--- config.mk ---
export PLATFORM = sky130hd
export DESIGN_NAME = console_line_discipline
export DESIGN_NICKNAME = d
export VERILOG_FILES = /design/src/rtl/cld_pkg.sv /design/src/rtl/console_line_discipline.sv /design/src/rtl/cld_ring_ram.sv /design/src/rtl/cld_step.sv
export SDC_FILE = /design/constraint.sdc
export NUM_CORES = 1
export LEC_CHECK = 0
export BUFFER_PORTS_ARGS = -buffer_cell sky130_fd_sc_hd__buf_2
export CORE_UTILIZATION = 50
export DETAILED_ROUTE_END_ITERATION = 8
export PLACE_DENSITY = 0.73
export RECOVER_POWER = 25
export SETUP_SLACK_MARGIN = 0.4
export SYNTH_ARGS = -nofsm -noshare
export SYNTH_HDL_FRONTEND = slang
export SYNTH_SLANG_ARGS = --single-unit
--- constraint.sdc ---
create_clock -name clk -period 6.51 [get_ports clk]
set_input_delay 0.651 -clock clk [delete_from_list [all_inputs] [get_ports clk]]
set_output_delay 0.651 -clock clk [all_outputs]
set_load 0.005 [all_outputs]
--- src/rtl/cld_pkg.sv ---
// Shared types, key codes and result codes for the console line discipline.
// No dependencies; every other file refers to this package by scoped names.
package cld_pkg;

  localparam int RING_DEPTH = 128;
  localparam int SLOT_W     = $clog2(RING_DEPTH);
  localparam int PTR_W      = SLOT_W + 1;

  localparam logic [7:0] KEY_NUL  = 8'h00;
  localparam logic [7:0] KEY_EOF  = 8'h04;
  localparam logic [7:0] KEY_BS   = 8'h08;
  localparam logic [7:0] KEY_LF   = 8'h0A;
  localparam logic [7:0] KEY_CR   = 8'h0D;
  localparam logic [7:0] KEY_DUMP = 8'h10;
  localparam logic [7:0] KEY_KILL = 8'h15;
  localparam logic [7:0] KEY_DEL  = 8'h7F;

  localparam logic ACT_KEY  = 1'b0;
  localparam logic ACT_READ = 1'b1;

  localparam logic [1:0] ECHO_NONE  = 2'd0;
  localparam logic [1:0] ECHO_CHAR  = 2'd1;
  localparam logic [1:0] ECHO_ERASE = 2'd2;

  localparam logic [1:0] RS_NONE  = 2'd0;
  localparam logic [1:0] RS_BYTE  = 2'd1;
  localparam logic [1:0] RS_EMPTY = 2'd2;
  localparam logic [1:0] RS_EOF   = 2'd3;

  typedef logic [PTR_W-1:0]  ptr_t;
  typedef logic [SLOT_W-1:0] slot_t;

  typedef struct packed {
    logic       action;
    logic [7:0] key_code;
    logic       first_of_read;
  } cmd_t;

  typedef struct packed {
    logic [1:0] echo_kind;
    logic [7:0] echo_char;
    logic [7:0] erase_count;
    logic       line_ready;
    logic       dump_request;
    logic [1:0] read_status;
    logic [7:0] read_byte;
    logic       end_of_line;
  } result_t;

  typedef struct packed {
    ptr_t rd;
    ptr_t cm;
    ptr_t ed;
  } ptrs_t;

  typedef struct packed {
    logic       en;
    slot_t      addr;
    logic [7:0] data;
  } mem_wr_t;

  typedef enum logic {
    ST_IDLE,
    ST_EXEC
  } state_t;

  // erase count clamps at 255 for deep rings
  function automatic logic [7:0] sat8(input ptr_t n);
    logic [15:0] w;
    w = 16'(n);
    return (w > 16'd255) ? 8'hFF : w[7:0];
  endfunction

endpackage

--- src/rtl/console_line_discipline.sv ---
// Console line discipline top level: command port, pointer registers, control.
// Depends on cld_pkg, cld_ring_ram and cld_step.
//
// Usage:
//  - A command beat (cmd) is taken on a rising edge with start high and busy
//    low. cmd.action selects a keystroke (key_code) or a one-byte read
//    (first_of_read marks the first byte of a read call).
//  - Every command gives exactly one result beat on result, shown for one
//    cycle with done high. The receiver cannot stall; it must take it.
//  - Timing: the command edge also launches the ring read at the read
//    pointer; the next cycle (busy high) decides the action, writes the ring
//    and updates the pointers; the result appears in the cycle after that.
//    The ring memory has registered read data; a new command is taken only
//    after the decide cycle of the one before it.
//    busy is low while a result is shown, so the next command overlaps it.
//  - Reset (rst, synchronous) empties the ring by clearing all three
//    pointers; the ring contents are left as they are and are never read
//    before being written.
//  - RING_DEPTH in the package must be a power of two.
module console_line_discipline (
  input  logic             clk,
  input  logic             rst,
  input  logic             start,
  output logic             busy,
  input  cld_pkg::cmd_t    cmd,
  output logic             done,
  output cld_pkg::result_t result
);

  cld_pkg::state_t  state;
  cld_pkg::state_t  state_next;
  cld_pkg::cmd_t    item;
  cld_pkg::ptrs_t   ptrs;
  cld_pkg::ptrs_t   ptrs_next;
  cld_pkg::mem_wr_t wr;
  cld_pkg::mem_wr_t wr_gated;
  cld_pkg::result_t res;
  logic [7:0]       rd_data;
  logic             accept;

  assign accept = start && !busy;

  // state register
  always_ff @(posedge clk) begin
    if (rst) begin
      state <= cld_pkg::ST_IDLE;
    end else begin
      state <= state_next;
    end
  end

  always_comb begin
    state_next = state;
    busy       = 1'b0;
    case (state)
      cld_pkg::ST_IDLE: begin
        if (start) begin
          state_next = cld_pkg::ST_EXEC;
        end
      end
      cld_pkg::ST_EXEC: begin
        busy       = 1'b1;
        state_next = cld_pkg::ST_IDLE;
      end
      default: state_next = cld_pkg::ST_IDLE;
    endcase
  end

  // command beat held for the decide cycle
  always_ff @(posedge clk) begin
    if (accept) begin
      item <= cmd;
    end
  end

  // pointers and result strobe
  always_ff @(posedge clk) begin
    if (rst) begin
      ptrs <= '0;
      done <= 1'b0;
    end else begin
      done <= (state == cld_pkg::ST_EXEC);
      if (state == cld_pkg::ST_EXEC) begin
        ptrs <= ptrs_next;
      end
    end
  end

  always_ff @(posedge clk) begin
    if (state == cld_pkg::ST_EXEC) begin
      result <= res;
    end
  end

  // the ring is only written in the decide cycle; a read launched at the
  // next accept therefore always sees the finished write
  always_comb begin
    wr_gated    = wr;
    wr_gated.en = wr.en && (state == cld_pkg::ST_EXEC);
  end

  cld_ring_ram u_ram (
    .clk     (clk),
    .wr      (wr_gated),
    .rd_en   (accept),
    .rd_addr (ptrs.rd[cld_pkg::SLOT_W-1:0]),
    .rd_data (rd_data)
  );

  cld_step u_step (
    .item      (item),
    .rd_data   (rd_data),
    .ptrs      (ptrs),
    .ptrs_next (ptrs_next),
    .wr        (wr),
    .res       (res)
  );

  // a result beat only follows a decide cycle
  a_done_after_exec: assert property (@(posedge clk) disable iff (rst)
    done |-> $past(state == cld_pkg::ST_EXEC))
    else $error("result beat without a decide cycle");

  // committed text never exceeds typed text, and the ring never overfills
  a_ptr_order: assert property (@(posedge clk) disable iff (rst)
    (cld_pkg::ptr_t'(ptrs.ed - ptrs.rd) <= cld_pkg::ptr_t'(cld_pkg::RING_DEPTH)) &&
    (cld_pkg::ptr_t'(ptrs.cm - ptrs.rd) <= cld_pkg::ptr_t'(ptrs.ed - ptrs.rd)))
    else $error("ring pointers out of order");

  // a returned byte consumes exactly one ring slot
  a_byte_advances: assert property (@(posedge clk) disable iff (rst)
    (done && result.read_status == cld_pkg::RS_BYTE) |->
      (ptrs.rd == cld_pkg::ptr_t'($past(ptrs.rd) + 1'b1)))
    else $error("read pointer did not advance on a returned byte");

  // an empty report leaves every pointer alone
  a_empty_stable: assert property (@(posedge clk) disable iff (rst)
    (done && result.read_status == cld_pkg::RS_EMPTY) |-> (ptrs == $past(ptrs)))
    else $error("pointers moved on an empty read");

endmodule

--- src/rtl/cld_ring_ram.sv ---
// Byte ring storage: one write port, one read port, registered read data.
// Depends on cld_pkg for the slot width and write beat struct.
module cld_ring_ram (
  input  logic            clk,
  input  cld_pkg::mem_wr_t wr,
  input  logic            rd_en,
  input  cld_pkg::slot_t  rd_addr,
  output logic [7:0]      rd_data
);

  logic [7:0] mem [cld_pkg::RING_DEPTH];

  always_ff @(posedge clk) begin
    if (wr.en) begin
      mem[wr.addr] <= wr.data;
    end
  end

  always_ff @(posedge clk) begin
    if (rd_en) begin
      rd_data <= mem[rd_addr];
    end
  end

endmodule

--- src/rtl/cld_step.sv ---
// Edit and read decision logic: next pointers, ring write and result beat.
// Depends on cld_pkg; the stored byte at the read pointer arrives from the ram.
module cld_step (
  input  cld_pkg::cmd_t    item,
  input  logic [7:0]       rd_data,
  input  cld_pkg::ptrs_t   ptrs,
  output cld_pkg::ptrs_t   ptrs_next,
  output cld_pkg::mem_wr_t wr,
  output cld_pkg::result_t res
);

  cld_pkg::ptr_t   fill;
  cld_pkg::ptr_t   pend;
  cld_pkg::ptr_t   ed_inc;
  logic [7:0]      ch;

  assign fill   = cld_pkg::ptr_t'(ptrs.ed - ptrs.rd);
  assign pend   = cld_pkg::ptr_t'(ptrs.ed - ptrs.cm);
  assign ed_inc = cld_pkg::ptr_t'(ptrs.ed + 1'b1);
  assign ch     = (item.key_code == cld_pkg::KEY_CR) ? cld_pkg::KEY_LF : item.key_code;

  always_comb begin
    ptrs_next = ptrs;
    wr.en     = 1'b0;
    wr.addr   = ptrs.ed[cld_pkg::SLOT_W-1:0];
    wr.data   = ch;
    res       = '0;
    if (item.action == cld_pkg::ACT_KEY) begin
      case (item.key_code)
        cld_pkg::KEY_NUL: ;
        cld_pkg::KEY_DUMP: res.dump_request = 1'b1;
        cld_pkg::KEY_KILL: begin
          if (pend != '0) begin
            ptrs_next.ed    = ptrs.cm;
            res.echo_kind   = cld_pkg::ECHO_ERASE;
            res.erase_count = cld_pkg::sat8(pend);
          end
        end
        cld_pkg::KEY_BS, cld_pkg::KEY_DEL: begin
          if (pend != '0) begin
            ptrs_next.ed    = cld_pkg::ptr_t'(ptrs.ed - 1'b1);
            res.echo_kind   = cld_pkg::ECHO_ERASE;
            res.erase_count = 8'd1;
          end
        end
        default: begin
          if (fill < cld_pkg::ptr_t'(cld_pkg::RING_DEPTH)) begin
            wr.en         = 1'b1;
            ptrs_next.ed  = ed_inc;
            res.echo_kind = cld_pkg::ECHO_CHAR;
            res.echo_char = ch;
            // newline, end of file or a full ring makes the text readable
            if (ch == cld_pkg::KEY_LF || ch == cld_pkg::KEY_EOF ||
                cld_pkg::ptr_t'(ed_inc - ptrs.rd) == cld_pkg::ptr_t'(cld_pkg::RING_DEPTH)) begin
              ptrs_next.cm   = ed_inc;
              res.line_ready = 1'b1;
            end
          end
        end
      endcase
    end else begin
      if (ptrs.rd == ptrs.cm) begin
        res.read_status = cld_pkg::RS_EMPTY;
      end else if (rd_data == cld_pkg::KEY_EOF) begin
        res.read_status = cld_pkg::RS_EOF;
        if (item.first_of_read) begin
          ptrs_next.rd = cld_pkg::ptr_t'(ptrs.rd + 1'b1);
        end
      end else begin
        ptrs_next.rd    = cld_pkg::ptr_t'(ptrs.rd + 1'b1);
        res.read_status = cld_pkg::RS_BYTE;
        res.read_byte   = rd_data;
        res.end_of_line = (rd_data == cld_pkg::KEY_LF);
      end
    end
  end

endmodule

==> results.yml <==
route:
  first_pass_iters: 6
  vias_per_cell: 6.39
  detail_route.iter0.violations: 3138
  routedWlPerCell_um: 30.0
  routed_wl_mm: 106
  detail-route-antenna-nets: 0
  via_count: 22600
  drc: 0
grt:
  track_usage_pct: 24.0
  grt_overflow_total: 0
  grt_max_degree: 126
  grt_pass1_wl_mm: 156
  grt_pass1_vias: 22500
  antenna_found_initial: 1
setup_path:
  rr_startpoint: "ptrs[21]$_SDFFE_PP0P_"
  max_stage_delay_ns: 1.20
  regToRegSetupSlack_ns: 1.63
  r2r-end: "u_ram.mem[98][5]$_DFFE_PP_"
  worst_setup_path_start_kind: "flop"
  path_max_fanout: 21
  path_cells: "inv_1 -> ha_1 -> a2111oi_0 -> a32oi_1 -> mux2_2 -> nand2_2 -> or4_2 -> nor2_1"
  rr_worst_depth: 8
  critPathCaptureType: "flop"
  cp_num_buf_inv: 1
  cp_top_family: "simple AND/OR/NAND/NOR gates"
  worst_path_max_delay_cell: "or4_2"
  path_class: "reg -> reg"
  cp.arrival_ns: 5.19
  crit_required_ns: 6.82
clocking:
  clk_pin_slew_ns: 0.07
  post_cts_resized: 0
  htree_levels: 3
  hold_buffers: 0
  cts_tree: "built"
  cts_buffers: 106
  cts.sinks: 1099
  post_cts_buffers: 0
  cts_root_buf: "clkbuf_16"
  cts_buffer_depth: 3
  clock_latency_ns: 0.71
floorplanning:
  fp.coreArea_sq_um: 87000
  io_pins: 46
  die_w_um: 299
  start_util_pct: 50.7
  row_count: 108
  design.die.area_sq_um: 89400
  die_height_um: 299
sta:
  setup-tns-final_ns: 0
  maxSlewViolCount: 375
  setup_viol: 0
  fmax_ghz: 0.205
  rsz0062_at_grt: "no"
  min_period_ns: 4.88
  timing.final.hold_violations: 0
  period_share_pct: 75.0
  clock_skew_ns: 0.0332
  slew_headroom_pct: -189
  tightestPinTransition_ns: 4.33
hold_path:
  hold_depth: 1
  min_from: "cmd[3]"
  min_to: "item[3]$_DFFE_PP_"
  holdCritPathClass: "in -> reg"
synth:
  synth-edff-count: 1073
  synth_ff_type: "edfxtp_1"
  synthArstFlopShare_pct: 0
  synth_warnings: 0
  syn-cell-area_sq_um: 44100
  yosys.area.top_type_share_pct: 73.0
  synth-seq-cells: 1099
  synthTopCellsByArea: "edfxtp_1 73%, mux4_2 15%, nor2_1 1.5%"
  ys_seq_area_share_pct: 74.2
  syn_nets: 2263
  synth_cells: 2224
  synth_top_cell_by_area: "edfxtp_1"
  avgSynthCellArea_sq_um: 19.8
  post_synth_num_cell_types: 78
finish:
  final_common_cell: "edfxtp_1"
  fin_util_pct: 56.4
  areaGrowthSynthToFinish_pct: 11.3
  drive_above_1_share_pct: 23.3
  design_area_sq_um: 49100
  n_fill_cell: 6311
  final_cell_mix: "1073 x edfxtp_1, 295 x mux4_2, 171 x nor2_1"
  nets: 2322
place:
  post-dp-hpwl_mm: 61.5
  dpl-instance-area_sq_um: 45500
  place.gp.congestion: 0.885
  io_buffers: 45
power_and_ir_drop:
  p_per_area_nw_per_um2: 296
  p_leak_nw: 15.0
  ir_drop_mv: 0.210
run_status:
  violations: "capacitance limit, slew limit"
  outcome: "complete, but fails checks"
run:
  drv_cap: 6
worst max path at each step:
stage / startpoint / to / slack, ns / cells past startpoint
after CTS: ptrs[17]$_SDFFE_PP0P_ / u_ram.mem[98][2]$_DFFE_PP_ / 1.78 / 9
after detailed placement: ptrs[17]$_SDFFE_PP0P_ / u_ram.mem[98][2]$_DFFE_PP_ / 1.80 / 9
after floorplan: item[4]$_DFFE_PP_ / u_ram.mem[0][0]$_DFFE_PP_ / 1.53 / 4
final: ptrs[21]$_SDFFE_PP0P_ / u_ram.mem[98][5]$_DFFE_PP_ / 1.63 / 8
after global routing: ptrs[22]$_SDFFE_PP0P_ / u_ram.mem[98][2]$_DFFE_PP_ / 1.32 / 9
after global placement: ptrs[22]$_SDFFE_PP0P_ / u_ram.mem[65][2]$_DFFE_PP_ / 1.86 / 9
metal layers:
metal  share of wire, %  track usage [%]  up-vias
li1                   -                -     9216
met1                 40             34.2    11800
met2                 48             37.8     1386
met3                9.2             4.29      192
met4                3.2             7.91        0
met5                  0                0        -
worst reg2reg max path: cells and delay by family, from the launching register on:
kind / cells / cell delay, ns
AND/OR/NAND/NOR: 3 / 2.20
flip-flops: 1 / 0.85
AO/OA/AOI/OAI: 2 / 0.60
multiplexers: 1 / 0.48
adder cells (fa/ha/maj): 1 / 0.23
buffers and inverters: 1 / 0.15
area by class of cell:
cell class	count	area, sq um	share of cell area, %
Clock buffer	128	2760	5.61
Inverter	27	101	0.206
Clock inverter	72	922	1.88
Antenna cell	2	5.00	0.0102
Multi-Input combinational cell	973	10700	21.7
Sequential cell	1099	32800	66.7
Tap cell	1155	1450	2.94
Timing Repair Buffer	76	462	0.940
report_power, final:
part	switching (mW)	internal [mW]	total [mW]	leakage (nW)
Sequential	0.0213	7.79	7.81	9.88
Combinational	0.218	0.0580	0.276	3.35
Clock	2.70	3.77	6.47	1.78
Total	2.94	11.6	14.6	15.0
metrics by stage:
stage          setup WS (ns)  std cells  total power, mW  hold WS [ns]
2_1_floorplan           1.53       2224             8.11         0.491
3_3_place_gp            1.86       3330             8.23         0.548
3_5_place_dp            1.80       3330             8.24         0.545
4_1_cts                 1.78       3530             14.6         0.135
5_1_grt                 1.32       3530             14.9         0.150
6_report                1.63       3532             14.6         0.152
registers in the layout, indices dropped and copies added, names as in the netlist:
register / cells
done: 1
item: 10
result: 31
u_ram.rd_data: 8
state: 1
ptrs: 24
u_ram.mem: 1024
cells by family after synthesis:
group           Yosys count  share of synthesized area (%)
flops                  1099                           74.2
simple gates            448                           4.72
mux                     319                           15.6
buf+inv                 152                           1.69
compound gates          147                           2.34
xor+xnor                 33                          0.655
fa+ha+maj                26                          0.771
cell usage after synthesis, types with 6 or more instances:
cell type     n
nor2b_1      13
mux2i_1      20
a31oi_1       9
edfxtp_1   1073
and3_1        8
mux4_2      295
a211oi_1      7
nand2_1     130
and2_1       19
o21ai_0      23
buf_1        15
buf_4        23
nor2_1      171
nand2b_1      6
xnor2_1      18
buf_2        39
or4_1         6
nand3_1      30
xor2_1       15
a2111oi_0     7
a21oi_1      42
inv_1        25
ha_1         24
clkbuf_1     41
o31ai_1       6
nor3_1       25
dfxtp_1      26
Note: power is estimated with default switching activity, not from simulation.
